[src/rtl/enem_pkg.sv]
`default_nettype none
// ----------------------------------------------------------------------------
// enem_pkg
// Shared types, widths and fixed-point constants of the edge normal envelope
// mask unit.
// ----------------------------------------------------------------------------
package enem_pkg;

  localparam int CORDIC_STEPS = 24;
  localparam int CW           = 36;  // setup CORDIC word
  localparam int BW           = 34;  // per-pixel CORDIC word
  localparam int TAN_W        = 19;  // tangent code, enough for 16 fraction bits
  localparam int RHO_W        = 24;
  localparam int TH_W         = 42;  // unreduced Q30 pixel angle
  localparam int RED_STAGES   = 4;   // up to fifteen whole turns removed
  localparam int QUEUE_DEPTH  = 4;
  localparam int RHO_FRAC     = 8;

  localparam longint Q30_PI       = 64'sd3373259426;
  localparam longint Q30_HALF_PI  = 64'sd1686629713;
  localparam longint Q30_TWO_PI   = 64'sd6746518852;
  localparam longint Q30_INV_GAIN = 64'sd652032874;

  localparam logic signed [TH_W-1:0] PI_TH       = TH_W'(Q30_PI);
  localparam logic signed [TH_W-1:0] HALF_PI_TH  = TH_W'(Q30_HALF_PI);
  localparam logic signed [TH_W-1:0] TWO_PI_TH   = TH_W'(Q30_TWO_PI);
  localparam logic signed [TH_W-1:0] INV_GAIN_TH = TH_W'(Q30_INV_GAIN);

  // Register indexes on the configuration port.
  localparam logic [2:0] REG_FIRST_ROW       = 3'd0;
  localparam logic [2:0] REG_FIRST_COL       = 3'd1;
  localparam logic [2:0] REG_END_ROW         = 3'd2;
  localparam logic [2:0] REG_END_COL         = 3'd3;
  localparam logic [2:0] REG_WINDOW_LAST_ROW = 3'd4;
  localparam logic [2:0] REG_WINDOW_LAST_COL = 3'd5;

  typedef struct packed {
    logic [9:0] first_row;
    logic [9:0] first_col;
    logic [9:0] end_row;
    logic [9:0] end_col;
    logic [9:0] window_last_row;
    logic [9:0] window_last_col;
  } cfg_t;

  typedef struct packed {
    logic signed [TAN_W-1:0] tangent;
    logic signed [RHO_W-1:0] near_rho;
    logic signed [RHO_W-1:0] far_rho;
    logic signed [10:0]      top_x;
    logic signed [10:0]      top_y;
    logic signed [10:0]      bottom_x;
    logic signed [10:0]      bottom_y;
  } setup_t;

  typedef struct packed {
    logic [15:0] mag;
    logic        first;
    logic        done;
    logic [9:0]  row;
    logic [9:0]  col;
    logic [9:0]  last_row;
    logic [9:0]  last_col;
  } tag_t;

  typedef struct packed {
    tag_t                   tag;
    logic signed [TH_W-1:0] th;
  } item_t;

  // Arctangent of 2^-i in Q30.
  function automatic logic [29:0] atan_q30(int i);
    logic [29:0] a;
    unique case (i)
      0:  a = 30'd843314857;
      1:  a = 30'd497837830;
      2:  a = 30'd263043837;
      3:  a = 30'd133525159;
      4:  a = 30'd67021687;
      5:  a = 30'd33543516;
      6:  a = 30'd16775851;
      7:  a = 30'd8388437;
      8:  a = 30'd4194283;
      9:  a = 30'd2097149;
      10: a = 30'd1048576;
      11: a = 30'd524288;
      12: a = 30'd262144;
      13: a = 30'd131072;
      14: a = 30'd65536;
      15: a = 30'd32768;
      16: a = 30'd16384;
      17: a = 30'd8192;
      18: a = 30'd4096;
      19: a = 30'd2048;
      20: a = 30'd1024;
      21: a = 30'd512;
      22: a = 30'd256;
      23: a = 30'd128;
      default: a = 30'd0;
    endcase
    return a;
  endfunction

  // Threshold and step of the range reduction stage that removes 2^j turns.
  function automatic logic signed [TH_W-1:0] red_limit(int j);
    return TH_W'(Q30_PI + ((64'sd1 <<< j) - 64'sd1) * Q30_TWO_PI);
  endfunction

  function automatic logic signed [TH_W-1:0] red_step(int j);
    return TH_W'((64'sd1 <<< j) * Q30_TWO_PI);
  endfunction

endpackage
`default_nettype wire

[src/rtl/enem_front.sv]
`default_nettype none
// ----------------------------------------------------------------------------
// enem_front
// Accepts pixels, tracks the raster position, marks the first and last pixel
// of each window and forms the unreduced angle difference.
// ----------------------------------------------------------------------------
module enem_front #(
  parameter int WINDOW_ROWS     = 1024,
  parameter int WINDOW_COLS     = 1024,
  parameter int ANGLE_FRAC_BITS = 12
) (
  input  wire logic                                clk,
  input  wire logic                                rst,
  input  wire logic                                in_valid,
  output logic                                     in_stall,
  input  wire logic [15:0]                         pixel_magnitude,
  input  wire logic signed [14:0]                  pixel_angle,
  input  wire logic [9:0]                          window_last_row,
  input  wire logic [9:0]                          window_last_col,
  input  wire logic signed [enem_pkg::TAN_W-1:0]   pend_tangent,
  input  wire logic                                setup_busy,
  input  wire logic                                q_full,
  output logic                                     push,
  output enem_pkg::item_t                          push_item
);

  localparam int TSH = 30 - ANGLE_FRAC_BITS;
  localparam int DW  = enem_pkg::TAN_W + 1;

  logic [9:0]                        row, col;
  logic signed [enem_pkg::TAN_W-1:0] act_tangent;
  logic [9:0]                        lr, lc;
  logic                              first;
  logic signed [enem_pkg::TAN_W-1:0] t_use;
  logic signed [DW-1:0]              diff;

  always_comb begin
    lr = ({3'b0, window_last_row} > 13'(WINDOW_ROWS - 1)) ? 10'(WINDOW_ROWS - 1)
                                                         : window_last_row;
    lc = ({3'b0, window_last_col} > 13'(WINDOW_COLS - 1)) ? 10'(WINDOW_COLS - 1)
                                                         : window_last_col;
    first = (row == 10'd0) && (col == 10'd0);
    t_use = first ? pend_tangent : act_tangent;
    diff  = DW'(t_use) - DW'(pixel_angle);

    push_item.tag.mag      = pixel_magnitude;
    push_item.tag.first    = first;
    push_item.tag.done     = (col >= lc) && (row >= lr);
    push_item.tag.row      = row;
    push_item.tag.col      = col;
    push_item.tag.last_row = lr;
    push_item.tag.last_col = lc;
    push_item.th           = enem_pkg::TH_W'(diff) <<< TSH;
  end

  assign in_stall = setup_busy || q_full;
  assign push     = in_valid && !in_stall;

  always_ff @(posedge clk) begin
    if (rst) begin
      row <= 10'd0;
      col <= 10'd0;
    end else if (push) begin
      if (col >= lc) begin
        col <= 10'd0;
        row <= (row >= lr) ? 10'd0 : row + 10'd1;
      end else begin
        col <= col + 10'd1;
      end
    end
  end

  always_ff @(posedge clk) begin
    if (push && first) begin
      act_tangent <= pend_tangent;
    end
  end

endmodule
`default_nettype wire

[config.mk]
export PLATFORM = sky130hd
export DESIGN_NAME = enem_front
export DESIGN_NICKNAME = d
export VERILOG_FILES = /design/src/rtl/enem_pkg.sv /design/src/rtl/enem_front.sv
export SDC_FILE = /design/constraint.sdc
export NUM_CORES = 1
export LEC_CHECK = 0
export ABC_AREA = 1
export BUFFER_PORTS_ARGS = -buffer_cell sky130_fd_sc_hd__buf_2
export CORE_MARGIN = 1.5
export CORE_UTILIZATION = 40
export CTS_CLUSTER_DIAMETER = 200
export DETAILED_ROUTE_END_ITERATION = 10
export PLACE_DENSITY_LB_ADDON = 0.08
export SYNTH_ARGS = -nofsm -noshare
export SYNTH_HDL_FRONTEND = slang
export SYNTH_SLANG_ARGS = --single-unit
[constraint.sdc]
create_clock -name clk -period 4.4 [get_ports clk]
set_input_delay 0.88 -clock clk [delete_from_list [all_inputs] [get_ports clk]]
set_output_delay 0.88 -clock clk [all_outputs]
set_load 0.02 [all_outputs]
Yosys cells after proc, flatten, opt, wreduce, memory -nomap -nowiden
Index checks and enable logic that the tools add are counted.
{ "totals": {"ff_bits": 39, "inputBits": 75, "output_inout_bits": 102, "word_cells": 20} }
{ "op_classes": {"add_sub_neg": 3, "order_cmp": 2, "n_mux": 3, "reduce_logical": 9} }
{ "ops": {"columns": ["op", "count"], "rows": [
  ["adder 10 x 1 -> 10 bit (second input constant)", 2],
  [">= comparator 10 bit", 2],
  ["logical NOT 10 bit", 2],
  ["2-to-1 mux 10 bit", 2],
  ["subtractor 19 x 15 -> 20 bit", 1],
  ["2-to-1 mux 19 bit", 1],
  ["logical AND 1 bit", 4],
  ["AND reduction 2 bit", 1],
  ["logical NOT 1 bit", 1],
  ["logical OR 1 bit", 1]
]} }

Logic depth before layout (Yosys ltp)
{ "depth": {"ltp_word": 4, "ltp_mapped": 20, "ltp_nobuf": 19} }

Worst setup path after synthesis
OpenSTA, ideal clock, no wires.
{ "synth_timing": {"path_kind": "flip-flop to output port", "from": "register row[0]", "to": "output port push_item[38] (netlist name)", "t_arrival_ps": 2873, "t_required_ps": 3520, "setup_slack_ps": 647, "stages_incl_launch_ff": 18, "path_buffers": 2, "cell_sequence": "dfxtp_1 inv_1 ha_1 nand4_1 nor3_2 nand3_2 buf_6 nor2_1 a21oi_2 ha_1 a21oi_1 a21boi_0 nand2_1 nand2_1 nand3_1 nand2_1 nand2_1 buf_4"} }
{ "synth_lines": {"columns": ["element", "line_no", "text"], "rows": [
  ["start, declared", "enem_front.sv:30", "logic [9:0] row, col;"],
  ["start signal, assigned", "enem_front.sv:66", "row <= (row >= lr) ? 10'd0 : row + 10'd1;"],
  ["end, declared", "enem_front.sv:24", "output enem_pkg::item_t push_item"]
]} }

==> flow_metrics.env <==
export IMPL_critPathLaunchType="flip-flop"
export IMPL_dieArea_um2=11300
export IMPL_syn_area_um2=4250
export IMPL_grt_max_degree=20
export IMPL_yosys_mux_area_fraction_pct=0
export IMPL_cp_end_kind="output port"
export IMPL_p_leak_nw=2.79
export IMPL_ios=177
export IMPL_worst_setup_path_type="flip-flop to output port"
export IMPL_critPathArrivalTime_ps=3260
export IMPL_viasPerCell=4.52
export IMPL_clk_path_buf_depth=2
export IMPL_antenna_found_initial=0
export IMPL_cts_buffers=5
export IMPL_final_antenna_net_count=0
export IMPL_rsz0062_at_grt="no"
export IMPL_synth_cells=612
export IMPL_synthTopCellsByArea="edfxtp_1 13%, ha_1 13%, nand2_1 12%"
export IMPL_yosysWarnings=0
export IMPL_fp_dieH_um=106
export IMPL_drive_above_1_share_pct=27.5
export IMPL_globalRouteTotalUtil_pct=17.6
export IMPL_gp_congestion=0.871
export IMPL_crit_path_max_fanout=6
export IMPL_outcome="finished, final reports clean"
export IMPL_final_core_util_pct=47.1
export IMPL_synth_compound_area_share_pct=10.3
export IMPL_finClkSkew_ps=10.0
export IMPL_hold_worst_slack_ps=521
export IMPL_maxCapViolations=0
export IMPL_dp_hpwl_mm=8.36
export IMPL_report_final_hold_viol_count=0
export IMPL_yosysSeqAreaShare_pct=22.8
export IMPL_p_per_area_nw_per_um2=264
export IMPL_cts_tree="built"
export IMPL_grt_pass1_wl_mm=16.1
export IMPL_worst_slew_pin_slew_ps=516
export IMPL_vdd_drop_max_mv=0.171
export IMPL_insertion_delay_ps=300
export IMPL_cts_htree_levels=2
export IMPL_synth_top_family_by_area="simple AND/OR/NAND/NOR gates"
export IMPL_tns_ps=0
export IMPL_drtIter0Drc=117
export IMPL_power_w=0.00128
export IMPL_routedWlPerCell_um=11.6
export IMPL_clk_pin_slew_ps=90
export IMPL_synth_xor_area_share_pct=2.88
export IMPL_min_path_type="flip-flop to flip-flop"
export IMPL_rows=37
export IMPL_cts_root_buf="clkbuf_8"
export IMPL_vias=3828
export IMPL_avgSynthCellArea_um2=6.94
export IMPL_wirelength_mm=9.84
export IMPL_fin_crit_sh_pct=94.0
export IMPL_ys_ff_latch=39
export IMPL_worst_ep_required_time_ps=3520
export IMPL_core_area_um2=10300
export IMPL_overflow=0
export IMPL_initial_core_util_pct=41.2
export IMPL_fin_nets=828
export IMPL_die_w_um=106
export IMPL_fmax_mhz=242
export IMPL_fillerInstances=1095
export IMPL_area_growth_pct=14.3
export IMPL_synth_simple_gate_area_share_pct=28.3
export IMPL_drt_pass1_iter_count=4
export IMPL_fin_crit_ps=4140
export IMPL_synth_adder_area_share_pct=13.1
export IMPL_cts_sinks=39
export IMPL_max_slew_margin_pct=65.3
export IMPL_io_buffer_count=126
export IMPL_yosys_area_top_type_share_pct=13.4
export IMPL_drc=0
export IMPL_setup_violations_final=0
export IMPL_yosys_area_top_type="edfxtp_1"
export IMPL_antenna_cells=0
export IMPL_first_global_vias=3587
export IMPL_finalMaxSlewViolations=0
export IMPL_synth_distinct_cells=35
[registers in the layout, indices dropped and copies added (netlist names)]
name,count
act_tangent,19
col,10
row,10
[layer usage]
layer | routed length (um) | share of wire [%] | GRT usage [%] | vias up
met1 | 4480 | 46 | 22.4 | 1657
met3 | 486 | 4.9 | 2.33 | 14
met5 | 0 | 0 | 0 | -
met4 | 137 | 1.4 | 4.44 | 0
li1 | - | - | - | 2041
met2 | 4730 | 48 | 31.4 | 116
[synth_stat cells]
| cell type | n |
|---|---|
| nand3_4 | 2 |
| xnor2_1 | 3 |
| o21bai_1 | 1 |
| inv_2 | 3 |
| o21ai_1 | 1 |
| edfxtp_1 | 19 |
| inv_1 | 115 |
| a21oi_1 | 28 |
| nand4_1 | 5 |
| buf_8 | 1 |
| dfxtp_1 | 20 |
| fa_1 | 1 |
| a21o_1 | 9 |
| nor3_1 | 7 |
| buf_4 | 59 |
| nor4_1 | 2 |
| conb_1 | 1 |
| nor3b_2 | 2 |
| nand2_4 | 3 |
| buf_6 | 5 |
| o31ai_1 | 1 |
| nor2_1 | 58 |
| nand3_1 | 32 |
| nor2_4 | 1 |
| nand3_2 | 3 |
| nand2_1 | 138 |
| xor2_1 | 11 |
| o21ai_0 | 7 |
| nor2_2 | 7 |
| nor2_8 | 1 |
| a21boi_0 | 1 |
| nand3b_1 | 1 |
| a21oi_2 | 19 |
| ha_1 | 43 |
| nor3_2 | 2 |
[cell usage in the layout (no fill, tap or decap), types with 2 or more instances in the layout]
| cell | netlist | routed |
|---|---|---|
| buf_4 | 59 | 9 |
| nand2_4 | 3 | 3 |
| nor2_1 | 58 | 57 |
| edfxtp_1 | 19 | 19 |
| dfxtp_1 | 20 | 19 |
| xnor2_1 | 3 | 3 |
| xor2_1 | 11 | 11 |
| clkbuf_8 | 0 | 5 |
| nor3_1 | 7 | 6 |
| conb_1 | 1 | 18 |
| ha_1 | 43 | 43 |
| nand4_1 | 5 | 5 |
| inv_2 | 3 | 3 |
| nand2_1 | 138 | 137 |
| nand3_4 | 2 | 3 |
| nand3_2 | 3 | 3 |
| o21ai_1 | 1 | 2 |
| buf_2 | 0 | 126 |
| inv_1 | 115 | 115 |
| nor3_2 | 2 | 2 |
| a21oi_1 | 28 | 27 |
| o21ai_0 | 7 | 6 |
| nor2_2 | 7 | 8 |
| a21oi_2 | 19 | 20 |
| nand3_1 | 32 | 32 |
| nor3b_2 | 2 | 2 |
| a21o_1 | 9 | 9 |
[path summary, 6_finish.rpt]
| check | startpoint | endpoint | cells after the start | slack [ps] |
|---|---|---|---|---|
| max | row[1] | push_item[30] | 18 | 260 |
| min | col[0] | col[0] | 2 | 520 |
| max reg2reg | row[1] | act_tangent[13] | 8 | 2430 |
| min reg2reg | col[0] | col[0] | 2 | 520 |
[worst max-delay path, stage by stage (launching register included)]
cell and delay [ps]:
dfxtp_1 430, inv_1 100, ha_1 200, nand4_1 140, nor3_4 60, buf_4 140, nand3_2 120, nor2_1 60
a21oi_2 130, ha_1 180, inv_1 70, fa_1 420, nand3_1 90, nand2_1 100, nand3_1 90, nand2_1 120
a21oi_1 190, xnor2_1 140, buf_2 190
[per-stage QoR]
step	instance area (um2)	cells	setup slack, ps
5_1_grt	4860	846	13.6
6_report	4860	846	264
2_1_floorplan	4310	629	647
4_1_cts	4790	842	64.0
3_5_place_dp	4670	834	386
3_3_place_gp	4670	834	454
[cell type report]
cell class                 instances  area (um2)  area share [%]
timing repair buffer             137         729            15.0
clock buffer                       5        68.8            1.42
sequential                        39         972            20.0
tap                              136         170            3.50
inverter                         118         443            9.11
clock inverter                     3        46.3           0.953
multi-input combinational        408        2430            50.0
[repair_timing]
item | 4_1_cts | 5_1_grt
buffers inserted | 0 | 3
endpoints found under the setup margin | 0 | 17
hold buffers | 0 | 0
resized for setup | 0 | 11
[power by group]
part | switching, W | internal (W) | total (W)
Clock | 0.000135 | 0.000171 | 0.000306
Combinational | 0.000382 | 0.000204 | 0.000586
Sequential | 0.00000239 | 0.000387 | 0.000390
[cell families (layout without fill, tap and decap cells)]
kind of cell             Yosys count  count (layout)
other                              1              18
XOR/XNOR                          14              14
adder cells (fa/ha/maj)           44              44
AO/OA/AOI/OAI                     67              67
AND/OR/NAND/NOR                  264             265
flip-flops                        39              39
buffers and inverters            183             263
No activity file was read; power rests on OpenSTA's default activity.
