File: config.mk
export PLATFORM = sky130hd
export DESIGN_NAME = enem_setup
export DESIGN_NICKNAME = d
export VERILOG_FILES = /design/src/rtl/enem_pkg.sv /design/src/rtl/enem_setup.sv
export SDC_FILE = /design/constraint.sdc
export NUM_CORES = 2
export LEC_CHECK = 0
export ABC_AREA = 1
export BUFFER_PORTS_ARGS = -buffer_cell sky130_fd_sc_hd__buf_4
export CAP_MARGIN = 0
export CORE_ASPECT_RATIO = 1.75
export CORE_MARGIN = 2
export CORE_UTILIZATION = 45
export DETAILED_ROUTE_END_ITERATION = 6
export GPL_TIMING_DRIVEN = 0
export HOLD_SLACK_MARGIN = 0.06
export PLACE_DENSITY = 0.69
export SYNTH_ARGS = -nofsm -noshare
export SYNTH_HDL_FRONTEND = slang
export SYNTH_SLANG_ARGS = --single-unit
File: constraint.sdc
create_clock -name clk -period 15.3 [get_ports clk]
set_input_delay 1.53 -clock clk [delete_from_list [all_inputs] [get_ports clk]]
set_output_delay 1.53 -clock clk [all_outputs]
set_load 0.01 [all_outputs]
File: src/rtl/enem_pkg.sv
`default_nettype none
// ----------------------------------------------------------------------------
// enem_pkg
// Shared types, widths and fixed-point constants of the edge normal envelope
// mask unit.
// ----------------------------------------------------------------------------
package enem_pkg;

  localparam int CORDIC_STEPS = 24;
  localparam int CW           = 36;  // setup CORDIC word
  localparam int BW           = 34;  // per-pixel CORDIC word
  localparam int TAN_W        = 19;  // tangent code, enough for 16 fraction bits
  localparam int RHO_W        = 24;
  localparam int TH_W         = 42;  // unreduced Q30 pixel angle
  localparam int RED_STAGES   = 4;   // up to fifteen whole turns removed
  localparam int QUEUE_DEPTH  = 4;
  localparam int RHO_FRAC     = 8;

  localparam longint Q30_PI       = 64'sd3373259426;
  localparam longint Q30_HALF_PI  = 64'sd1686629713;
  localparam longint Q30_TWO_PI   = 64'sd6746518852;
  localparam longint Q30_INV_GAIN = 64'sd652032874;

  localparam logic signed [TH_W-1:0] PI_TH       = TH_W'(Q30_PI);
  localparam logic signed [TH_W-1:0] HALF_PI_TH  = TH_W'(Q30_HALF_PI);
  localparam logic signed [TH_W-1:0] TWO_PI_TH   = TH_W'(Q30_TWO_PI);
  localparam logic signed [TH_W-1:0] INV_GAIN_TH = TH_W'(Q30_INV_GAIN);

  // Register indexes on the configuration port.
  localparam logic [2:0] REG_FIRST_ROW       = 3'd0;
  localparam logic [2:0] REG_FIRST_COL       = 3'd1;
  localparam logic [2:0] REG_END_ROW         = 3'd2;
  localparam logic [2:0] REG_END_COL         = 3'd3;
  localparam logic [2:0] REG_WINDOW_LAST_ROW = 3'd4;
  localparam logic [2:0] REG_WINDOW_LAST_COL = 3'd5;

  typedef struct packed {
    logic [9:0] first_row;
    logic [9:0] first_col;
    logic [9:0] end_row;
    logic [9:0] end_col;
    logic [9:0] window_last_row;
    logic [9:0] window_last_col;
  } cfg_t;

  typedef struct packed {
    logic signed [TAN_W-1:0] tangent;
    logic signed [RHO_W-1:0] near_rho;
    logic signed [RHO_W-1:0] far_rho;
    logic signed [10:0]      top_x;
    logic signed [10:0]      top_y;
    logic signed [10:0]      bottom_x;
    logic signed [10:0]      bottom_y;
  } setup_t;

  typedef struct packed {
    logic [15:0] mag;
    logic        first;
    logic        done;
    logic [9:0]  row;
    logic [9:0]  col;
    logic [9:0]  last_row;
    logic [9:0]  last_col;
  } tag_t;

  typedef struct packed {
    tag_t                   tag;
    logic signed [TH_W-1:0] th;
  } item_t;

  // Arctangent of 2^-i in Q30.
  function automatic logic [29:0] atan_q30(int i);
    logic [29:0] a;
    unique case (i)
      0:  a = 30'd843314857;
      1:  a = 30'd497837830;
      2:  a = 30'd263043837;
      3:  a = 30'd133525159;
      4:  a = 30'd67021687;
      5:  a = 30'd33543516;
      6:  a = 30'd16775851;
      7:  a = 30'd8388437;
      8:  a = 30'd4194283;
      9:  a = 30'd2097149;
      10: a = 30'd1048576;
      11: a = 30'd524288;
      12: a = 30'd262144;
      13: a = 30'd131072;
      14: a = 30'd65536;
      15: a = 30'd32768;
      16: a = 30'd16384;
      17: a = 30'd8192;
      18: a = 30'd4096;
      19: a = 30'd2048;
      20: a = 30'd1024;
      21: a = 30'd512;
      22: a = 30'd256;
      23: a = 30'd128;
      default: a = 30'd0;
    endcase
    return a;
  endfunction

  // Threshold and step of the range reduction stage that removes 2^j turns.
  function automatic logic signed [TH_W-1:0] red_limit(int j);
    return TH_W'(Q30_PI + ((64'sd1 <<< j) - 64'sd1) * Q30_TWO_PI);
  endfunction

  function automatic logic signed [TH_W-1:0] red_step(int j);
    return TH_W'((64'sd1 <<< j) * Q30_TWO_PI);
  endfunction

endpackage
`default_nettype wire

File: src/rtl/enem_setup.sv
`default_nettype none
// ----------------------------------------------------------------------------
// enem_setup
// Orders the endpoints and works out the tangent angle and both endpoint
// projections with one shared iterative CORDIC and one multiplier.
// ----------------------------------------------------------------------------
module enem_setup #(
  parameter int ANGLE_FRAC_BITS = 12
) (
  input  wire logic            clk,
  input  wire logic            rst,
  input  wire logic            start,
  input  wire enem_pkg::cfg_t  cfg,
  output logic                 busy,
  output enem_pkg::setup_t     pend
);

  localparam int CW  = enem_pkg::CW;
  localparam int TSH = 30 - ANGLE_FRAC_BITS;
  localparam int PW  = 47;
  localparam logic signed [CW-1:0] T_RND   = CW'(64'sd1 <<< (29 - ANGLE_FRAC_BITS));
  localparam logic signed [PW-1:0] RHO_RND = PW'(64'sd1 <<< (29 - enem_pkg::RHO_FRAC));
  localparam logic signed [CW-1:0] PI_C    = CW'(enem_pkg::PI_TH);
  localparam logic signed [CW-1:0] HPI_C   = CW'(enem_pkg::HALF_PI_TH);
  localparam logic signed [CW-1:0] TPI_C   = CW'(enem_pkg::TWO_PI_TH);
  localparam logic signed [CW-1:0] GAIN_C  = CW'(enem_pkg::INV_GAIN_TH);

  typedef enum logic [6:0] {
    S_IDLE  = 7'b0000001,
    S_ORDER = 7'b0000010,
    S_VEC   = 7'b0000100,
    S_ROUND = 7'b0001000,
    S_FOLD  = 7'b0010000,
    S_ROT   = 7'b0100000,
    S_RHO   = 7'b1000000
  } state_t;

  state_t                 state;
  logic [4:0]             cnt;
  logic signed [CW-1:0]   cx, cy, cz;
  logic signed [CW-1:0]   cos_v, sin_v;
  logic                   neg;
  logic signed [PW-1:0]   acc;

  logic signed [10:0]     x1, y1, x2, y2, tx, ty, bx, by;
  logic                   swap;
  logic signed [11:0]     dx, dy;
  logic signed [CW-1:0]   ax, ay;
  logic signed [CW-1:0]   at, xs, ys;
  logic                   sigma;
  logic signed [CW-1:0]   tz, th, th2;
  logic signed [10:0]     a_sel;
  logic signed [CW-1:0]   b_sel;
  logic signed [PW-1:0]   prod, sum, rho_full;

  always_comb begin
    x1   = $signed({1'b0, cfg.first_col}) - 11'sd1;
    y1   = 11'sd1 - $signed({1'b0, cfg.first_row});
    x2   = $signed({1'b0, cfg.end_col}) - 11'sd1;
    y2   = 11'sd1 - $signed({1'b0, cfg.end_row});
    swap = (y1 != y2) ? (y1 < y2) : (x2 < x1);
    tx   = swap ? x2 : x1;
    ty   = swap ? y2 : y1;
    bx   = swap ? x1 : x2;
    by   = swap ? y1 : y2;
    dx   = 12'(bx) - 12'(tx);
    dy   = 12'(by) - 12'(ty);
    ax   = CW'(dx) <<< 20;
    ay   = CW'(dy) <<< 20;

    at    = CW'({1'b0, enem_pkg::atan_q30(int'(cnt))});
    xs    = cx >>> cnt;
    ys    = cy >>> cnt;
    sigma = (state == S_VEC) ? cy[CW-1] : !cz[CW-1];

    tz = cz + T_RND;
    th = cz;
    if (th > PI_C) begin
      th2 = th - TPI_C;
    end else if (th <= -PI_C) begin
      th2 = th + TPI_C;
    end else begin
      th2 = th;
    end

    a_sel    = cnt[0] ? (cnt[1] ? by : ty) : (cnt[1] ? bx : tx);
    b_sel    = cnt[0] ? sin_v : cos_v;
    prod     = PW'(a_sel) * PW'(b_sel);
    sum      = (cnt[0] ? acc : '0) + prod;
    rho_full = (sum + RHO_RND) >>> (30 - enem_pkg::RHO_FRAC);
  end

  assign busy = (state != S_IDLE);

  always_ff @(posedge clk) begin
    if (rst) begin
      state <= S_ORDER;
    end else if (start) begin
      state <= S_ORDER;
    end else begin
      unique case (state)
        S_IDLE:  state <= S_IDLE;
        S_ORDER: state <= (dy == 12'sd0 || dx == 12'sd0) ? S_ROUND : S_VEC;
        S_VEC:   if (cnt == 5'(enem_pkg::CORDIC_STEPS - 1)) state <= S_ROUND;
        S_ROUND: state <= S_FOLD;
        S_FOLD:  state <= S_ROT;
        S_ROT:   if (cnt == 5'(enem_pkg::CORDIC_STEPS - 1)) state <= S_RHO;
        S_RHO:   if (cnt == 5'd3) state <= S_IDLE;
        default: state <= S_IDLE;
      endcase
    end
  end

  always_ff @(posedge clk) begin
    unique case (state)
      S_ORDER: begin
        pend.top_x    <= tx;
        pend.top_y    <= ty;
        pend.bottom_x <= bx;
        pend.bottom_y <= by;
        cnt           <= 5'd0;
        // Axis-aligned and degenerate edges bypass the vectoring pass.
        if (dy == 12'sd0) begin
          cz <= dx[11] ? PI_C : '0;
        end else if (dx == 12'sd0) begin
          cz <= dy[11] ? -HPI_C : HPI_C;
        end else if (dx[11]) begin
          cx <= -ax;
          cy <= -ay;
          cz <= dy[11] ? -PI_C : PI_C;
        end else begin
          cx <= ax;
          cy <= ay;
          cz <= '0;
        end
      end
      S_VEC, S_ROT: begin
        cnt <= cnt + 5'd1;
        if (sigma) begin
          cx <= cx - ys;
          cy <= cy + xs;
          cz <= cz - at;
        end else begin
          cx <= cx + ys;
          cy <= cy - xs;
          cz <= cz + at;
        end
        if (state == S_ROT && cnt == 5'(enem_pkg::CORDIC_STEPS - 1)) begin
          cos_v <= neg ? -(cx - (sigma ? ys : -ys)) : (cx - (sigma ? ys : -ys));
          sin_v <= neg ? -(cy + (sigma ? xs : -xs)) : (cy + (sigma ? xs : -xs));
          cnt   <= 5'd0;
        end
      end
      S_ROUND: begin
        pend.tangent <= enem_pkg::TAN_W'(tz >>> TSH);
        cz           <= (tz >>> TSH) <<< TSH;
      end
      S_FOLD: begin
        cx  <= GAIN_C;
        cy  <= '0;
        cnt <= 5'd0;
        if (th2 > HPI_C) begin
          cz  <= th2 - PI_C;
          neg <= 1'b1;
        end else if (th2 < -HPI_C) begin
          cz  <= th2 + PI_C;
          neg <= 1'b1;
        end else begin
          cz  <= th2;
          neg <= 1'b0;
        end
      end
      S_RHO: begin
        cnt <= cnt + 5'd1;
        if (!cnt[0]) begin
          acc <= sum;
        end else if (cnt[1]) begin
          pend.far_rho <= enem_pkg::RHO_W'(rho_full);
        end else begin
          pend.near_rho <= enem_pkg::RHO_W'(rho_full);
        end
      end
      default: begin
        cnt <= cnt;
      end
    endcase
  end

endmodule
`default_nettype wire

Word level (Yosys, flattened, before mapping)

Memory sizes are Yosys's and may differ from the RTL's. A register that Yosys moved wholly into a read port is not among the register bits.
Cells that the tools add are included.

Mux-type cells: 46
Add/sub/neg operators: 28
Eq/ne operators: 15
Bitwise gates (word level): 2
Reduce and logical (&&, ||, !) cells: 17
Multipliers: 1
Shift operators: 2
Order comparisons: 6

Operators by type and width:

| operator                 | number |
|---|---|
| $mux W36                 | 23 |
| $pmux W36 S3             | 2 |
| $neg A36 Y36             | 4 |
| $pmux W36 S4             | 1 |
| $add A36 B36 Y36         | 3 |
| $sub A36 B36 Y36         | 3 |
| $mux W11                 | 7 |
| $neg A32 Y36             | 2 |
| $sshr A36 B5 Y36         | 2 |
| $add A47 B47 Y47         | 1 |
| $mul A11 B36 Y47         | 1 |
| $mux W47                 | 1 |
| $add A46 B23 Y46 const B | 1 |
| $pmux W7 S6              | 1 |
| $add A36 B19 Y36 const B | 1 |
| $add A36 B31 Y36         | 1 |
| $add A36 B33 Y36 const B | 1 |
| $add A36 B34 Y36 const B | 1 |
| $gt A36 B32 Y1 const B   | 1 |
| $gt A36 B33 Y1 const B   | 1 |
| $le A36 B33 Y1 const B   | 1 |
| $lt A36 B32 Y1 const B   | 1 |
| $sub A36 B31 Y36         | 1 |
| $sub A36 B33 Y36 const B | 1 |
| 34 further kinds         | 55 |

Memories kept: 1
Output and inout port bits: 112
Word-level logic and storage cells: 134
Flip-flop bits (word level): 350
Bits in read-only memories: 960
Input bits: 63

Memory list:

| name             | depth | bits a word | rd ports | clocked after Yosys merged registers in | wr ports | line           | RTL |
|---|---|---|---|---|---|---|---|
| (name not given) | 32    | 30          | 1        | 1                                       | 0        | enem_pkg.sv:74 | `unique case (i)` |

Longest topological paths before layout

Depth after elaboration: 10
Depth in mapped cells: 57
Mapped depth without buffers: 54

Worst setup path after synthesis

No wires, ideal clock.

Path kind: input -> register
Start: input cfg[31] (netlist name)
End: register pend[65] (netlist name) (data pin)
Cell stages on the path: 51
Required time: 15.032 ns
Data arrival time: 10.106 ns
Library setup time: 0.268 ns
Path slack: 4.926 ns
Path buffers: 4
Cell sequence: inv_1 -> ha_1 -> inv_1 -> nor3_1 -> nand3_1 -> or2_1 -> nor2_1 -> xor2_1 -> ha_1 -> nand2_2 -> nor2_4 -> inv_2 -> nor2_2 -> nand2_1 -> nand3_1 -> nand2_1 -> nand3b_2 -> nand2_4 -> [15 not listed] -> inv_1 -> fa_1 -> inv_1 -> ha_1 -> a21oi_1 -> nor2_1 -> nor2_1 -> a21boi_0 -> o21ai_0 -> a21oi_1 -> o21bai_1 -> xor2_1 -> inv_1 -> nor2_1 -> nand2_1 -> nor3_1 -> nand4_1 -> xnor2_1

Word-level cells in the longest chain between the ends: 9
Elaborated cells on any way between the ends: 14
Classes of those cells: add/sub: 3; mul: 1; order compare: 1; eq/ne: 1; mux: 8

Ends and longest elaborated chain:

| what                                                    | line             | RTL |
|---|---|---|
| start, declared                                         | enem_setup.sv:13 | `input wire enem_pkg::cfg_t cfg,` |
| $sub A1 B10 Y11 *                                       | enem_setup.sv:60 | `y2 = 11'sd1 - $signed({1'b0, cfg.end_row});` |
| $lt A11 B11 Y1 / $ne A11 B11 Y1 (equally long branches) | enem_setup.sv:61 | `swap = (y1 != y2) ? (y1 < y2) : (x2 < x1);` |
| $mux W1                                                 | enem_setup.sv:61 |  |
| $mux W11, on equally long branches                      | --               |  |
| $mux W11                                                | enem_setup.sv:86 | `a_sel = cnt[0] ? (cnt[1] ? by : ty) : (cnt[1] ? bx : tx);` |
| $mux W11 *                                              | enem_setup.sv:86 |  |
| $mul A11 B36 Y47 *                                      | enem_setup.sv:88 | `prod = PW'(a_sel) * PW'(b_sel);` |
| $add A47 B47 Y47 *                                      | enem_setup.sv:89 | `sum = (cnt[0] ? acc : '0) + prod;` |
| net sum[24]                                             | enem_setup.sv:54 | `logic signed [PW-1:0] prod, sum, rho_full;` |
| $add A46 B23 Y46 *                                      | enem_setup.sv:90 | `rho_full = (sum + RHO_RND) >>> (30 - enem_pkg::RHO_FRAC);` |
| net rho_full[21]                                        | enem_setup.sv:54 |  |
| end, declared                                           | enem_setup.sv:15 | `output enem_pkg::setup_t pend` |

Mark *: on every way through the listed nets, which the timed path passes. The rest lies on a longest branch.
A chain may end at the register's enable or synchronous reset.

Worst setup path in the final report

Start: input cfg[31] (netlist name)
End: register pend[65] (netlist name) (data pin)

Word-level cells in the longest chain between the ends: 9
Elaborated cells on any way between the ends: 14
Classes of those cells: add/sub: 3; mul: 1; order compare: 1; eq/ne: 1; mux: 8

Ends and longest elaborated chain:

| what                                                    | line             | RTL |
|---|---|---|
| $sub A1 B10 Y11 *                                       | enem_setup.sv:60 |  |
| $lt A11 B11 Y1 / $ne A11 B11 Y1 (equally long branches) | enem_setup.sv:61 |  |
| $mux W1 *                                               | enem_setup.sv:61 |  |
| $mux W11 *                                              | enem_setup.sv:64 | `bx = swap ? x1 : x2;` |
| net bx[2]                                               | enem_setup.sv:45 | `logic signed [10:0] x1, y1, x2, y2, tx, ty, bx, by;` |
| $mux W11 * (2 in series)                                | enem_setup.sv:86 |  |
| $mul A11 B36 Y47 *                                      | enem_setup.sv:88 |  |
| $add A47 B47 Y47 *                                      | enem_setup.sv:89 |  |
| net sum[41]                                             | enem_setup.sv:54 |  |
| $add A46 B23 Y46 *                                      | enem_setup.sv:90 |  |
| net rho_full[21]                                        | enem_setup.sv:54 |  |

Marks and branches as above.

==> results.yml <==
clocking:
  cts_resized: 0
  cts_tree: "built"
  clk_pin_slew_ns: 0.07
  cts_hold_buf: 0
  cts_buffers: 40
  cts_root_buffer: "clkbuf_16"
  clkLatencyLatePin_ns: 0.66
  clock-sinks: 379
  htreeDepth: 2
  clk_path_buf_depth: 3
  postCtsSetupRepairBufs: 0
floorplan:
  dieArea_mm2: 0.121
  initial_core_util_pct: 45.4
  row_count: 166
  pin_count: 175
  die_w_um: 264
  die_h_um: 458
  coreArea_mm2: 0.117
synth:
  synth_area_leaders: "edfxtp_1, fa_1, nand2_1"
  async_reset_ff_share_pct: 0
  muxShareOfSynthArea_pct: 0.566
  syn-cell-area_mm2: 0.0531
  synth_area_leader_cell: "edfxtp_1"
  ys_ff_latch: 379
  yosysTopAreaCellShare_pct: 19.3
  syn-num-nets: 8494
  ys_warn_count: 0
  synth_top_family_by_area: "simple AND/OR/NAND/NOR gates"
  synth_compound_gate_area_share_pct: 11.7
  synth_edf_count: 342
  seq_area_frac_synth_pct: 20.7
  postSynthAreaPerCell_um2: 6.82
  synth_flop_cell: "edfxtp_1"
  yosysUniqueCellTypes: 70
  synthSimpleGateAreaFrac_pct: 28.8
  synth-xor-area-share_pct: 5.97
  syn_inst: 7781
  synth_fa_ha_area_share_pct: 20.8
timing:
  period_minus_slack_ns: 14.94
  clock.fmax_ghz: 0.0669
  maxSlewViolCount: 2
  post-route-period-util_pct: 97.7
  setup_viol: 0
  final_hold_viol_count: 0
  worst_pin_slew_ns: 1.51
  final.setup.tns_ns: 0
  rsz0062_at_grt: "false"
  slew_headroom_pct: -1.44
  skew_ns: 0.0456
drt:
  dr_total_vias: 56300
  drc: 3
  firstDrtPassIters: 7
  drt-initial-drc-count: 4965
  wl_per_cell_um: 29.1
  antenna_left: 0
  wirelength_um: 278000
  viasPerCell: 5.89
place:
  place_congestion: 1.11
  portBuffers: 154
  place_hpwl_um: 231000
cells_and_area:
  area_delta_synth_final_pct: 9.02
  nNetsFinal: 8717
  multi_input_comb_area_mm2: 0.0360
  fill_cells: 12100
  seq_area_mm2: 0.0110
  drive_gt1_share_pct: 6.52
setup_path:
  crit_path_top_delay_cell: "xnor2_1"
  max_stage_delay_ns: 1.02
  startpoint_type: "primary input"
  required_ns: 15.57
  crit_type: "in -> reg"
  arrival_ns: 15.21
  setup.worst_path.end_class: "flip-flop"
  crit_fanout: 10
run:
  drv_cap: 2
global_routing:
  antenna_found_initial: 12
  overflow: 0
  grt_first_pass_wirelength_um: 396000
  grt_pass1_vias: 57700
  grt_start_max_net_pins: 75
  grtUsageTotal_pct: 45.9
worst_hold_path:
  hold_path_class: "reg -> reg"
run_status:
  violations: "DRC, capacitance limit, slew limit"
  status: "complete, but fails checks"
[cell usage after synthesis (all sizes together), types with 3 or more instances]
cell     count
a21boi      13
a21o        16
a21oi      342
a221oi       4
a22oi        3
a31oi       21
and3         3
buf        101
clkbuf     127
clkinv      11
dfxtp       37
edfxtp     342
fa         385
ha         265
inv       1312
mux2i       30
nand2     2078
nand3      451
nand3b      14
nand4       93
nor2       862
nor3       105
nor3b        4
nor4        28
o2111ai      8
o211ai      44
o21a        30
o21ai      560
o21bai      20
o221ai       5
o22ai       25
o31ai       15
or2         46
xnor2       86
xor2       275
[layout make-up]
cell class | instances | share of cell area, %
diodes | 10 | 0.0432
clock inverters | 25 | 0.493
repair buffers | 181 | 2.50
well taps | 1512 | 3.27
plain buffers | 228 | 1.90
multi-input cells | 5851 | 62.3
inverters | 1323 | 8.59
clock buffers | 48 | 1.89
flip-flops and latches | 379 | 19.0
[flip-flops by register name, summed over array words and instances (netlist names)]
register and cells:
sin_v 36, cnt 5, neg 1, acc 46, pend 110, cz 36, at 30, cos_v 36
state 7, cy 36, cx 36
[path summary, 6_finish.rpt]
| check | startpoint | end | slack, ns | depth (start not counted) |
|---|---|---|---|---|
| setup / recovery | cfg[31] | pend[65] | 0.36 | 52 |
| hold / removal | state[5] | state[5] | 0.63 | 2 |
| setup reg to reg | cnt[0] | pend[65] | 0.63 | 36 |
| hold reg to reg | state[5] | state[5] | 0.63 | 2 |
[through the flow]
step           utilization, %  std cells  cell area, um2  setup slack (ns)  hold WS [ns]
2_1_floorplan               -       7781           53100              4.93         0.539
4_1_cts                  49.4       9543           57800              1.15         0.600
3_3_place_gp             48.0       9447           56100             0.437         0.567
5_1_grt                  49.5       9549           57800             0.149         0.628
3_5_place_dp             48.3       9470           56400             0.507         0.599
6_report                 49.5       9557           57900             0.356         0.630
[worst max-delay path: cells and delay by family]
kind | cells | cell delay (ns)
and+or+nand+nor | 20 | 3.15
adders and majority gates | 8 | 3.45
xor gates and xnor gates | 3 | 1.83
AOI/OAI and AO/OA | 9 | 2.73
buffers and inverters | 12 | 2.46
[metal layers]
layer | part of all wire, % | global-route usage (%) | wire length (um) | up-vias
met5 | 0.034 | 0.403 | 94 | -
met4 | 16 | 58.9 | 44800 | 6
met3 | 6.2 | 10.2 | 17100 | 1517
met2 | 50 | 82.1 | 139000 | 2763
met1 | 28 | 36.9 | 76900 | 26700
li1 | - | - | - | 25300
[cells by family after synthesis]
family | count (synthesis)
adders and majority gates | 650
and+or+nand+nor | 3689
AOI/OAI and AO/OA | 1121
DFF | 379
buffers and inverters | 1551
muxes | 30
xor gates and xnor gates | 361
[cells in the final DEF (no fill, tap or decap), types with 185 or more instances in the layout]
master	instances
nand2_1	2040
buf_4	185
a21oi_1	330
inv_1	1265
edfxtp_1	342
o21ai_0	476
fa_1	385
nor2_1	840
ha_1	265
nand3_1	443
xor2_1	274
Power is not shown: default switching activity piles up to over one toggle a cycle in this logic, so the estimate is an artifact.
