[src/rtl/enem_pkg.sv]
`default_nettype none
// ----------------------------------------------------------------------------
// enem_pkg
// Shared types, widths and fixed-point constants of the edge normal envelope
// mask unit.
// ----------------------------------------------------------------------------
package enem_pkg;

  localparam int CORDIC_STEPS = 24;
  localparam int CW           = 36;  // setup CORDIC word
  localparam int BW           = 34;  // per-pixel CORDIC word
  localparam int TAN_W        = 19;  // tangent code, enough for 16 fraction bits
  localparam int RHO_W        = 24;
  localparam int TH_W         = 42;  // unreduced Q30 pixel angle
  localparam int RED_STAGES   = 4;   // up to fifteen whole turns removed
  localparam int QUEUE_DEPTH  = 4;
  localparam int RHO_FRAC     = 8;

  localparam longint Q30_PI       = 64'sd3373259426;
  localparam longint Q30_HALF_PI  = 64'sd1686629713;
  localparam longint Q30_TWO_PI   = 64'sd6746518852;
  localparam longint Q30_INV_GAIN = 64'sd652032874;

  localparam logic signed [TH_W-1:0] PI_TH       = TH_W'(Q30_PI);
  localparam logic signed [TH_W-1:0] HALF_PI_TH  = TH_W'(Q30_HALF_PI);
  localparam logic signed [TH_W-1:0] TWO_PI_TH   = TH_W'(Q30_TWO_PI);
  localparam logic signed [TH_W-1:0] INV_GAIN_TH = TH_W'(Q30_INV_GAIN);

  // Register indexes on the configuration port.
  localparam logic [2:0] REG_FIRST_ROW       = 3'd0;
  localparam logic [2:0] REG_FIRST_COL       = 3'd1;
  localparam logic [2:0] REG_END_ROW         = 3'd2;
  localparam logic [2:0] REG_END_COL         = 3'd3;
  localparam logic [2:0] REG_WINDOW_LAST_ROW = 3'd4;
  localparam logic [2:0] REG_WINDOW_LAST_COL = 3'd5;

  typedef struct packed {
    logic [9:0] first_row;
    logic [9:0] first_col;
    logic [9:0] end_row;
    logic [9:0] end_col;
    logic [9:0] window_last_row;
    logic [9:0] window_last_col;
  } cfg_t;

  typedef struct packed {
    logic signed [TAN_W-1:0] tangent;
    logic signed [RHO_W-1:0] near_rho;
    logic signed [RHO_W-1:0] far_rho;
    logic signed [10:0]      top_x;
    logic signed [10:0]      top_y;
    logic signed [10:0]      bottom_x;
    logic signed [10:0]      bottom_y;
  } setup_t;

  typedef struct packed {
    logic [15:0] mag;
    logic        first;
    logic        done;
    logic [9:0]  row;
    logic [9:0]  col;
    logic [9:0]  last_row;
    logic [9:0]  last_col;
  } tag_t;

  typedef struct packed {
    tag_t                   tag;
    logic signed [TH_W-1:0] th;
  } item_t;

  // Arctangent of 2^-i in Q30.
  function automatic logic [29:0] atan_q30(int i);
    logic [29:0] a;
    unique case (i)
      0:  a = 30'd843314857;
      1:  a = 30'd497837830;
      2:  a = 30'd263043837;
      3:  a = 30'd133525159;
      4:  a = 30'd67021687;
      5:  a = 30'd33543516;
      6:  a = 30'd16775851;
      7:  a = 30'd8388437;
      8:  a = 30'd4194283;
      9:  a = 30'd2097149;
      10: a = 30'd1048576;
      11: a = 30'd524288;
      12: a = 30'd262144;
      13: a = 30'd131072;
      14: a = 30'd65536;
      15: a = 30'd32768;
      16: a = 30'd16384;
      17: a = 30'd8192;
      18: a = 30'd4096;
      19: a = 30'd2048;
      20: a = 30'd1024;
      21: a = 30'd512;
      22: a = 30'd256;
      23: a = 30'd128;
      default: a = 30'd0;
    endcase
    return a;
  endfunction

  // Threshold and step of the range reduction stage that removes 2^j turns.
  function automatic logic signed [TH_W-1:0] red_limit(int j);
    return TH_W'(Q30_PI + ((64'sd1 <<< j) - 64'sd1) * Q30_TWO_PI);
  endfunction

  function automatic logic signed [TH_W-1:0] red_step(int j);
    return TH_W'((64'sd1 <<< j) * Q30_TWO_PI);
  endfunction

endpackage
`default_nettype wire

[src/rtl/enem_queue.sv]
`default_nettype none
// ----------------------------------------------------------------------------
// enem_queue
// Short first-in first-out queue between the front and back parts.
// ----------------------------------------------------------------------------
module enem_queue (
  input  wire logic             clk,
  input  wire logic             rst,
  input  wire logic             push,
  input  wire enem_pkg::item_t  push_item,
  output logic                  full,
  input  wire logic             pop,
  output enem_pkg::item_t       pop_item,
  output logic                  valid
);

  localparam int D  = enem_pkg::QUEUE_DEPTH;
  localparam int AW = $clog2(D);

  enem_pkg::item_t mem [D];
  logic [AW-1:0]   wp, rp;
  logic [AW:0]     cnt;

  assign full     = (cnt == (AW + 1)'(D));
  assign valid    = (cnt != '0);
  assign pop_item = mem[rp];

  always_ff @(posedge clk) begin
    if (rst) begin
      wp  <= '0;
      rp  <= '0;
      cnt <= '0;
    end else begin
      if (push) wp <= wp + 1'b1;
      if (pop)  rp <= rp + 1'b1;
      cnt <= cnt + (AW + 1)'(push) - (AW + 1)'(pop);
    end
  end

  always_ff @(posedge clk) begin
    if (push) begin
      mem[wp] <= push_item;
    end
  end

endmodule
`default_nettype wire

[config.mk]
export PLATFORM = sky130hd
export DESIGN_NAME = enem_queue
export DESIGN_NICKNAME = d
export VERILOG_FILES = /design/src/rtl/enem_pkg.sv /design/src/rtl/enem_queue.sv
export SDC_FILE = /design/constraint.sdc
export NUM_CORES = 1
export LEC_CHECK = 0
export ABC_AREA = 1
export BUFFER_PORTS_ARGS = -buffer_cell sky130_fd_sc_hd__buf_4
export CAP_MARGIN = 20
export CORE_UTILIZATION = 45
export DETAILED_ROUTE_END_ITERATION = 16
export PLACE_DENSITY_LB_ADDON = 0.1
export SYNTH_ARGS = -nofsm -noshare
export SYNTH_HDL_FRONTEND = slang
export SYNTH_SLANG_ARGS = --single-unit
[constraint.sdc]
create_clock -name clk -period 3 [get_ports clk]
set_input_delay 0 -clock clk [delete_from_list [all_inputs] [get_ports clk]]
set_output_delay 0 -clock clk [all_outputs]
set_load 0.1 [all_outputs]
# Word-level counts from Yosys, hierarchy flattened
# Memory sizes are Yosys's and may differ from the RTL's. A register that Yosys moved wholly into a read port is not among the register bits.
# Index checks and enable logic that the tools add are counted.
[totals]
ff_bits = 7
ram_bits = 400
inputBits = 104
output_inout_bits = 102
mem_count = 1
[memory_table]
columns = ["memory", "words", "word_bits", "rd", "rd_clocked_by_memory_dff", "write_ports", "line", "source"]
rows = [
  ["mem", 4, 100, 1, 1, 1, "enem_queue.sv:20", "enem_pkg::item_t mem [D];"],
]
[op_classes]
add_sub_neg = 4
n_eq_ne = 1
muxes = 4
reduce_logical = 1
[ops]
columns = ["cell", "n"]
rows = [
  ["adder 2 x 1 -> 2 bit (second input constant)", 2],
  ["two-way mux 2 bit", 2],
  ["adder 3 x 1 -> 3 bit", 1],
  ["equality test 3 bit (second input constant)", 1],
  ["nonzero test 3 bit", 1],
  ["subtractor 3 x 1 -> 3 bit", 1],
  ["two-way mux 1 bit", 2],
]

# Longest topological paths before layout
# Gate-level depths: netlist of the first run.
[depth]
word_depth = 3
mapped_depth = 8

# Worst setup path after synthesis of the first run
# Ideal clock, no wire load.
[synth_timing]
path_type = "register to register"
from = "reg wp[0]"
to = "mem mem[2][0] in the netlist's numbering (enable)"
arrival_ns = 2.520
required_time_ns = 2.547
path_slack_ns = 0.027
path_stages_with_launch = 5
cell_sequence = "dfxtp_1 inv_1 ha_1 nand2_1 inv_1"
[synth_rtl]
columns = ["element", "line", "source"]
rows = [
  ["from (decl)", "enem_queue.sv:21", "logic [AW-1:0] wp, rp;"],
  ["from (signal assigned)", "enem_queue.sv:34", "if (push) wp <= wp + 1'b1;"],
  ["to (decl)", "enem_queue.sv:20", ""],
]
# Straight into the memory's write port.

==> results of run 1 <==
==> how the worst max path moves through the flow <==
stage / startpoint / end / slack, ns / cells after the start
2_1_floorplan: wp[0] / mem[2][0] / 0.03 / 4
3_3_place_gp: wp[0] / mem[0][18] / 1.26 / 5
3_5_place_dp: wp[0] / mem[0][21] / 1.22 / 5
4_1_cts: flip-flop / pop_item[66] / 0.73 / 4
5_1_grt: flip-flop / pop_item[1] / 0.58 / 4
6_report: flip-flop / pop_item[1] / 0.77 / 4
==> flip-flops by register name, summed over array words and instances (netlist names), named ones only <==
register / flops
mem: 400
cnt: 3
rp: 2
wp: 2
==> worst reg2reg max path, cell delays in order, from the launching register on <==
cell	delay, ns
dfxtp_1	0.33
inv_1	0.12
ha_1	0.17
nand2_1	0.08
inv_4	0.33
buf_4	0.39
==> repair_timing <==
item / 4_1_cts / 5_1_grt
setup buffers: 0 / 0
setup endpoints to repair: 0 / 0
hold buffers: 104 / 0
endpoints found under the hold margin: 409 / 0
gates resized for setup: 0 / 0
==> cell usage after synthesis, drive strengths merged <==
library cell  instances  area share
clkbuf                1     0.00023
buf                  65       0.024
o211ai              100       0.047
dfxtp                 9       0.011
o21ai               104       0.032
nand3                 2     0.00062
inv                 216       0.050
ha                    6      0.0047
fa                    1      0.0012
nor2                  4     0.00093
a21oi               106       0.033
nand2               208       0.048
edfxtp              400        0.75
==> routing by layer <==
layer / track usage / share of wire
met1: 0.239 / 0.45
met2: 0.296 / 0.48
met3: 0.0334 / 0.051
met4: 0.0461 / 0.018
met5: 0 / 0
==> cell usage in the layout, fill, tap and decap left out <==
cell	synthesis	routed
a21oi_1	106	106
buf_12	0	9
buf_4	1	214
bufinv_16	0	1
clkbuf_1	1	11
clkbuf_16	0	45
clkinv_1	0	11
clkinv_2	0	8
dfxtp_1	9	7
dfxtp_4	0	2
diode_2	0	1
dlygate4sd3_1	0	104
edfxtp_1	400	400
fa_1	1	1
ha_1	6	6
inv_1	216	212
inv_4	0	4
nand2_1	208	208
nand3_1	2	2
nor2_1	4	4
o211ai_1	100	100
o21ai_0	104	104
==> where the power goes <==
| group | leakage (nW) | total (mW) | switching, mW | internal [mW] |
|---|---|---|---|---|
| Combinational | 3.57 | 2.82 | 2.18 | 0.633 |
| Sequential | 3.75 | 6.61 | 0.0698 | 6.54 |
| Clock | 0.630 | 4.82 | 2.01 | 2.81 |
| Total | 7.95 | 14.2 | 4.26 | 9.98 |
==> logic make-up (layout without fill, tap and decap cells) <==
logic type                 after synthesis  in the layout
AOI/OAI and AO/OA                      310            310
DFF                                    409            409
and+or+nand+nor                        214            214
buffers and inverters                  282            619
adders and majority gates                7              7
other                                    0              1
==> stage by stage <==
step	cell area, um^2	hold slack (ns)	instances	setup WS [ns]	total power, mW
3_5_place_dp	18100	0.186	1834	1.22	9.45
3_3_place_gp	18100	0.183	1834	1.26	9.43
4_1_cts	20400	0.181	2014	0.732	14.4
2_1_floorplan	16100	0.0712	1222	0.0270	8.77
6_report	20400	0.201	2015	0.768	14.2
5_1_grt	20400	0.200	2015	0.578	14.8
==> cell type report <==
type | count | area (um^2) | share of cell area
Timing Repair Buffer | 327 | 2830 | 0.139
Tap cell | 455 | 569 | 0.0279
Inverter | 216 | 821 | 0.0402
Clock inverter | 20 | 111 | 0.00546
Antenna cell | 1 | 2.50 | 0.000123
Clock buffer | 56 | 1170 | 0.0572
Sequential cell | 409 | 12200 | 0.598
Multi-Input combinational cell | 531 | 2700 | 0.132
==> results.json, run 1 <==
{
  "yosysSeqAreaShare": 0.757,
  "num_vias": 9787,
  "min_path_cells": 3,
  "final_hold_viol_count": 0,
  "io_pins": 206,
  "synth_fp_nets": 1333,
  "syn_area_mm2": 0.0161,
  "drive_gt1_frac": 0.182,
  "power_density_mw_per_mm2": 698,
  "drtIter0Drc": 561,
  "start_util": 0.462,
  "die_h_um": 191,
  "min-delay-start": "rst",
  "nNetsFinal": 1640,
  "netlist_instances": 1222,
  "antenna_found_initial": 1,
  "critPathTopFamily": "buffers and inverters",
  "ys_ff_latch": 409,
  "cts_root_buffer": "clkbuf_16",
  "overflow": 0,
  "crit_arrival_ns": 2.23,
  "synth_compound_area_frac": 0.112,
  "avgSynthCellArea_um2": 13.2,
  "drtAntennaViolNets": 0,
  "regToRegEndpoint": "mem[0][23]",
  "drv_cap": 0,
  "final-setup-viol-count": 0,
  "std_cell_rows": 68,
  "synth-xor-area-share": 0,
  "hold-path-endpoint": "cnt[1]",
  "ys_types": 15,
  "utilization": 0.585,
  "status": "complete, no violations",
  "htree_num_levels": 2,
  "gp_congestion": 0.723,
  "wl_per_cell_um": 15.9,
  "worstSkewPairLatency_ns": 0.52,
  "rr_worst_depth": 5,
  "setup-tns-final_ns": 0,
  "crit_chain": "buf_4 -> o211ai_1 -> nand2_1 -> buf_4",
  "drv_slew": 0,
  "grt_max_degree": 126,
  "yosys-mux-area-fraction": 0,
  "cp_common_cell": "buf_4",
  "critical-path-max-stage-delay_ns": 0.56,
  "hpwl_um": 18900,
  "yosys.area_share.simple": 0.0501,
  "leakage_nw": 7.95,
  "fin_crit_sh": 0.744,
  "relSlewSlack": 0.535,
  "dieArea_mm2": 0.0365,
  "die_w_um": 191,
  "fin_crit_ns": 2.23,
  "area_delta_synth_final_pct": 26.7,
  "cts_tree": "yes",
  "critPathLaunchType": "flip-flop",
  "crit_type": "flip-flop to output pin",
  "grt.total_usage": 0.177,
  "grt_pass1_wl_um": 50300,
  "ys_warn_count": 0,
  "vdd_drop_max_mv": 0.442,
  "finClkSkew_ns": 0.0111,
  "grt_pass1_vias": 9561,
  "cp.required_ns": 3.00,
  "numCtsBuffers": 44,
  "rr_startpoint": "wp[0]",
  "end_kind": "output pin",
  "via_per_inst": 4.86,
  "core-area_mm2": 0.0349,
  "fillers": 2865,
  "drtPass1Iterations": 4,
  "path_buf_inv": 2,
  "cp_max_fo": 55,
  "hold_path.class": "primary input to flip-flop",
  "r2r_slack_ns": 1.25,
  "rsz0062_at_grt": "false",
  "synth_top_family_by_area": "compound AO/OA/AOI/OAI gates",
  "synth_fa_ha_area_frac": 0.00591,
  "clockBufferDepth": 3,
  "clock-sinks": 409,
  "drc": 0,
  "worst_pin_slew_ns": 0.698,
  "cp_slowest_cell": "dfxtp_4",
  "clkTransAtPathRegs_ns": 0.06,
  "wl_um": 32000,
  "fmaxAchievable_mhz": 448,
  "port_buffers": 205
}
No activity file was read; power rests on OpenSTA's default activity.
==> inputs of run 2 (changes only) <==
Settings changed: ABC_AREA 1 to 0.
Clock period 3 ns to 2.1 ns, I/O delays scaled along.
==> results.json, run 2 <==
{
  "yosysSeqAreaShare": 0.814,
  "ys_ff_latch": 409,
  "crit_chain": "buf_12 -> mux4_2 -> buf_4",
  "start_util": 0.459,
  "synth_top_area_cell": "edfxtp_1",
  "critPathLaunchType": "flip-flop",
  "grt_use_met3": 0.0368,
  "grt_pass1_wl_um": 44100,
  "synth.top_cell.area_share": 0.802,
  "htree_num_levels": 2,
  "hpwl_um": 16600,
  "clock-sinks": 409,
  "hold_path.class": "primary input to flip-flop",
  "final_cell_mix": "edfxtp_1, buf_4, dlygate4sd3_1",
  "cp.required_ns": 2.10,
  "grt_max_degree": 73,
  "drive_gt1_frac": 0.411,
  "fin_ws_ns": 0.0649,
  "die_w_um": 184,
  "drv_cap": 0,
  "fin_crit_sh": 0.969,
  "num_antenna_cells": 0,
  "vdd_drop_max_mv": 0.858,
  "largest_register": "mem",
  "fin_crit_ns": 2.04,
  "std_cell_rows": 66,
  "crit_arrival_ns": 2.04,
  "die_h_um": 184,
  "drtAntennaViolNets": 0,
  "overflow": 0,
  "finClkSkew_ns": 0.0172,
  "r2r_slack_ns": 0.49,
  "clkTransAtPathRegs_ns": 0.06,
  "grt_pass1_vias": 7778,
  "hold-path-endpoint": "mem[1][50]",
  "rsz0062_at_grt": "true",
  "drv_slew": 0,
  "io_pins": 206,
  "synth_edf_count": 400,
  "gp_congestion": 0.671,
  "netlist_instances": 564,
  "met1_usage": 0.224,
  "power_density_mw_per_mm2": 1070,
  "drtIter0Drc": 362,
  "syn_area_mm2": 0.0150,
  "relSlewSlack": 0.675,
  "final-setup-viol-count": 0,
  "numPlacedInstances": 1206,
  "final_common_cell": "edfxtp_1",
  "crit_type": "flip-flop to output pin",
  "grt.total_usage": 0.174,
  "p_total_mw": 21.0,
  "grt-busiest-layer": "met2",
  "cp_max_fo": 26,
  "drc": 0,
  "met2_usage": 0.301,
  "wl_per_cell_um": 20.8,
  "worstSkewPairLatency_ns": 0.52,
  "rr_startpoint": "cnt[0]",
  "ys_types": 21,
  "drtPass1Iterations": 4,
  "ys_top_cells_by_count": "edfxtp_1, mux4_2, buf_12, buf_2, dfxtp_1",
  "cts_root_buffer": "clkbuf_16",
  "final_hold_viol_count": 0,
  "min_path_cells": 2,
  "holdWs_ns": 0.218,
  "path_buf_inv": 2,
  "numCtsBuffers": 42,
  "num_vias": 7025,
  "end_kind": "output pin",
  "avgSynthCellArea_um2": 26.5,
  "core-area_mm2": 0.0326,
  "min-delay-start": "push_item[50]",
  "final_cells": 1392,
  "synthTopCellsByArea": "edfxtp_1, mux4_2, buf_12",
  "rr_worst_depth": 7,
  "synth_ff_type": "edfxtp_1",
  "fmaxAchievable_mhz": 491,
  "worst_pin_slew_ns": 0.487,
  "status": "complete, no violations",
  "wl_um": 29000,
  "yosys.cell_count.top_type": "edfxtp_1",
  "clockBufferDepth": 3,
  "largest_reg_flops": 400,
  "nNetsFinal": 1027,
  "synth_fp_nets": 675,
  "cp_slowest_cell": "mux4_2",
  "cts_tree": "yes",
  "async_reset_ff_frac": 0,
  "area_delta_synth_final_pct": 31.5,
  "regToRegEndpoint": "cnt[2]",
  "leakage_nw": 6.73,
  "pre_cts_ws_ns": 0.432,
  "dieArea_mm2": 0.0340,
  "port_buffers": 205,
  "antenna_found_initial": 0,
  "via_per_inst": 5.05,
  "critical-path-max-stage-delay_ns": 0.55,
  "setup-tns-final_ns": 0,
  "ys_warn_count": 0,
  "critPathTopFamily": "multiplexers",
  "reg_top3": "mem x400, cnt x3"
}
## run 2: worst max path at each step
stage	startpoint	endpoint	slack, ns	cells after the start
floorplan	wp[0]	mem[2][0]	0.40	3
global placement	flip-flop	pop_item[97]	0.45	3
detailed placement	flip-flop	pop_item[24]	0.43	3
CTS	flip-flop	pop_item[88]	-0.006	4
global route	flip-flop	pop_item[24]	-0.03	3
finish	flip-flop	pop_item[10]	0.06	3
## run 2: layout make-up
cell class	instances	area, um^2
multi-input combinational	127	2500
inverter	6	22.5
tap	442	553
clock buffer	55	1180
sequential	409	12200
clock inverter	23	176
fill	2316	12900
timing repair buffer	330	3050
## run 2: metal layers
layer,wire length [um],vias to the layer above
met1,12100,3689
met2,15000,171
met4,410,0
li1,-,3135
met3,1480,30
met5,0,-
## run 2: logic make-up after synthesis
| kind of cell | Yosys count | synth area share |
|---|---|---|
| AO/OA/AOI/OAI | 2 | 0.00100 |
| buffers and inverters | 28 | 0.0192 |
| flip-flops | 409 | 0.814 |
| AND/OR/NAND/NOR | 14 | 0.00510 |
| multiplexers | 101 | 0.151 |
| XOR/XNOR | 3 | 0.00276 |
| adder cells (fa/ha/maj) | 7 | 0.00635 |
## run 2: repair_timing
action / in CTS / in global routing
hold buffers: 104 / 0
setup endpoints to repair: 71 / 65
gates resized for setup: 18 / 15
hold endpoints to repair: 409 / 0
gates cloned: 1 / 1
pin swaps: 0 / 0
setup buffers: 3 / 0
## run 2: report_power, final
group,internal (mW),switching [mW],leakage (nW),total (mW)
combinational,1.26,3.06,2.31,4.32
sequential,9.38,0.104,3.75,9.49
clock,4.33,2.89,0.665,7.21
## run 2: per-stage QoR
stage                     instance area, um^2   util
after CTS                               19600  0.602
after detailed placement                17100  0.524
after global routing                    19700  0.604
after global placement                  17100  0.524
after floorplan                         15000      -
final                                   19700  0.604
==> inputs of run 3 (changes only) <==
Settings changed: ABC_AREA 0 to 1.
==> results.json, run 3 (synthesis gave the netlist of run 1 again) <==
{
  "largest_reg_flops": 400,
  "drc": 0,
  "critPathLaunchType": "flip-flop",
  "regArea_mm2": 0.0122,
  "crit_arrival_ns": 2.00,
  "status": "complete, no violations",
  "drv_slew": 0,
  "power_density_mw_per_mm2": 994,
  "numCtsBuffers": 42,
  "via_per_inst": 4.83,
  "area_delta_synth_final_pct": 28.9,
  "nNetsFinal": 1649,
  "hpwl_um": 18100,
  "end_kind": "output pin",
  "final_cell_mix": "edfxtp_1, inv_1, nand2_1",
  "port_buffers": 205,
  "clock-sinks": 409,
  "crit_type": "flip-flop to output pin",
  "relSlewSlack": 0.675,
  "rsz0062_at_grt": "false",
  "htree_num_levels": 2,
  "finClkSkew_ns": 0.00869,
  "crit_chain": "buf_12 -> o211ai_1 -> nand2_1 -> buf_4",
  "p_total_mw": 20.6,
  "clockBufferDepth": 3,
  "cp.required_ns": 2.10,
  "die_h_um": 191,
  "drv_cap": 0,
  "start_util": 0.462,
  "cts_root_buffer": "clkbuf_16",
  "final-setup-viol-count": 0,
  "cp_max_fo": 40,
  "num_vias": 9762,
  "die_w_um": 191,
  "grt_pass1_wl_um": 49400,
  "final_common_cell": "edfxtp_1",
  "worstSkewPairLatency_ns": 0.53,
  "gp_congestion": 0.731,
  "grt_pass1_vias": 9265,
  "core-area_mm2": 0.0349,
  "critical-path-max-stage-delay_ns": 0.60,
  "hold_path.class": "primary input to flip-flop",
  "largest_register": "mem",
  "final_hold_viol_count": 0,
  "drive_gt1_frac": 0.193,
  "worst_pin_slew_ns": 0.487,
  "fin_crit_sh": 0.953,
  "antenna_found_initial": 2,
  "fillers": 2728,
  "dieArea_mm2": 0.0365,
  "drtAntennaViolNets": 0,
  "wl_per_cell_um": 15.9,
  "leakage_nw": 8.05,
  "std_cell_rows": 68,
  "grt.total_usage": 0.176,
  "grt_max_degree": 113,
  "fmaxAchievable_mhz": 500,
  "wl_um": 32200,
  "drtPass1Iterations": 7,
  "fin_crit_ns": 2.00,
  "cts_tree": "yes",
  "drtIter0Drc": 570,
  "vdd_drop_max_mv": 0.687,
  "cp_slowest_cell": "dfxtp_4",
  "io_pins": 206,
  "setup-tns-final_ns": 0,
  "multi_input_area_mm2": 0.00272,
  "clkTransAtPathRegs_ns": 0.06,
  "reg_top3": "mem x400, cnt x3",
  "overflow": 0,
  "r2r_slack_ns": 0.44
}
==> run 3: cell count changes in the layout (fill, tap and decap cells not counted), sizes merged, moves of 3 or more <==
| cell | change |
|---|---|
| mux4 | -100 |
| o211ai | +100 |
| buf | +8 |
| nand2 | +208 |
| a21oi | +105 |
| clkinvlp | +3 |
| and2 | -4 |
| inv | +206 |
| clkinv | -6 |
| o21ai | +104 |
==> run 3: stage by stage <==
stage	hold WS, ns	instance area (um^2)	instances	util	worst slack [ns]
6_report	0.205	20800	2022	0.595	0.0989
5_1_grt	0.201	20800	2022	0.595	0.00573
4_1_cts	0.174	20600	2016	0.591	0.00284
3_5_place_dp	0.189	18300	1839	0.523	0.483
3_3_place_gp	0.184	18300	1839	0.523	0.490
2_1_floorplan	0.0712	16100	1222	-	-0.363
==> run 3: final cells by class <==
cell class	count	share of cell area
flip-flops and latches	409	0.588
clock inverters	16	0.00693
multi-input cells	531	0.131
diodes	1	0.000121
inverters	216	0.0398
clock buffers	56	0.0562
well taps	455	0.0274
repair buffers	338	0.151
==> run 3: worst paths after layout <==
| path | end | cells after the start | start |
|---|---|---|---|
| setup / recovery | pop_item[50] | 4 | flip-flop |
| hold reg to reg | flip-flop | 2 | rp[1] |
| setup reg to reg | cnt[0] | 7 | cnt[0] |
| hold / removal | cnt[1] | 3 | rst |
==> run 3: repair_timing <==
action | 4_1_cts | 5_1_grt
setup buffers | 1 | 4
gates cloned | 0 | 1
hold buffers | 104 | 0
resized for setup | 2 | 12
setup endpoints to repair | 28 | 66
endpoints found under the hold margin | 409 | 0
pin swaps | 0 | 0
==> run 3: power by group <==
part,switching (mW),internal [mW],leakage (nW)
Sequential,0.0908,9.34,3.75
Combinational,3.15,0.985,3.66
Clock,2.83,4.24,0.640
Total,6.06,14.6,8.05
==> run 3: per-layer routing <==
layer / GRT usage / part of all wire
met5: 0 / 0.00040
met4: 0.0531 / 0.019
met3: 0.0358 / 0.057
met2: 0.287 / 0.48
met1: 0.236 / 0.44
==> run 3: worst max-delay path: cells and delay by family (launching register included) <==
kind / cells / cell delay [ns]
buffers and inverters: 2 / 0.57
AOI/OAI and AO/OA: 1 / 0.14
and+or+nand+nor: 1 / 0.13
DFF: 1 / 0.60
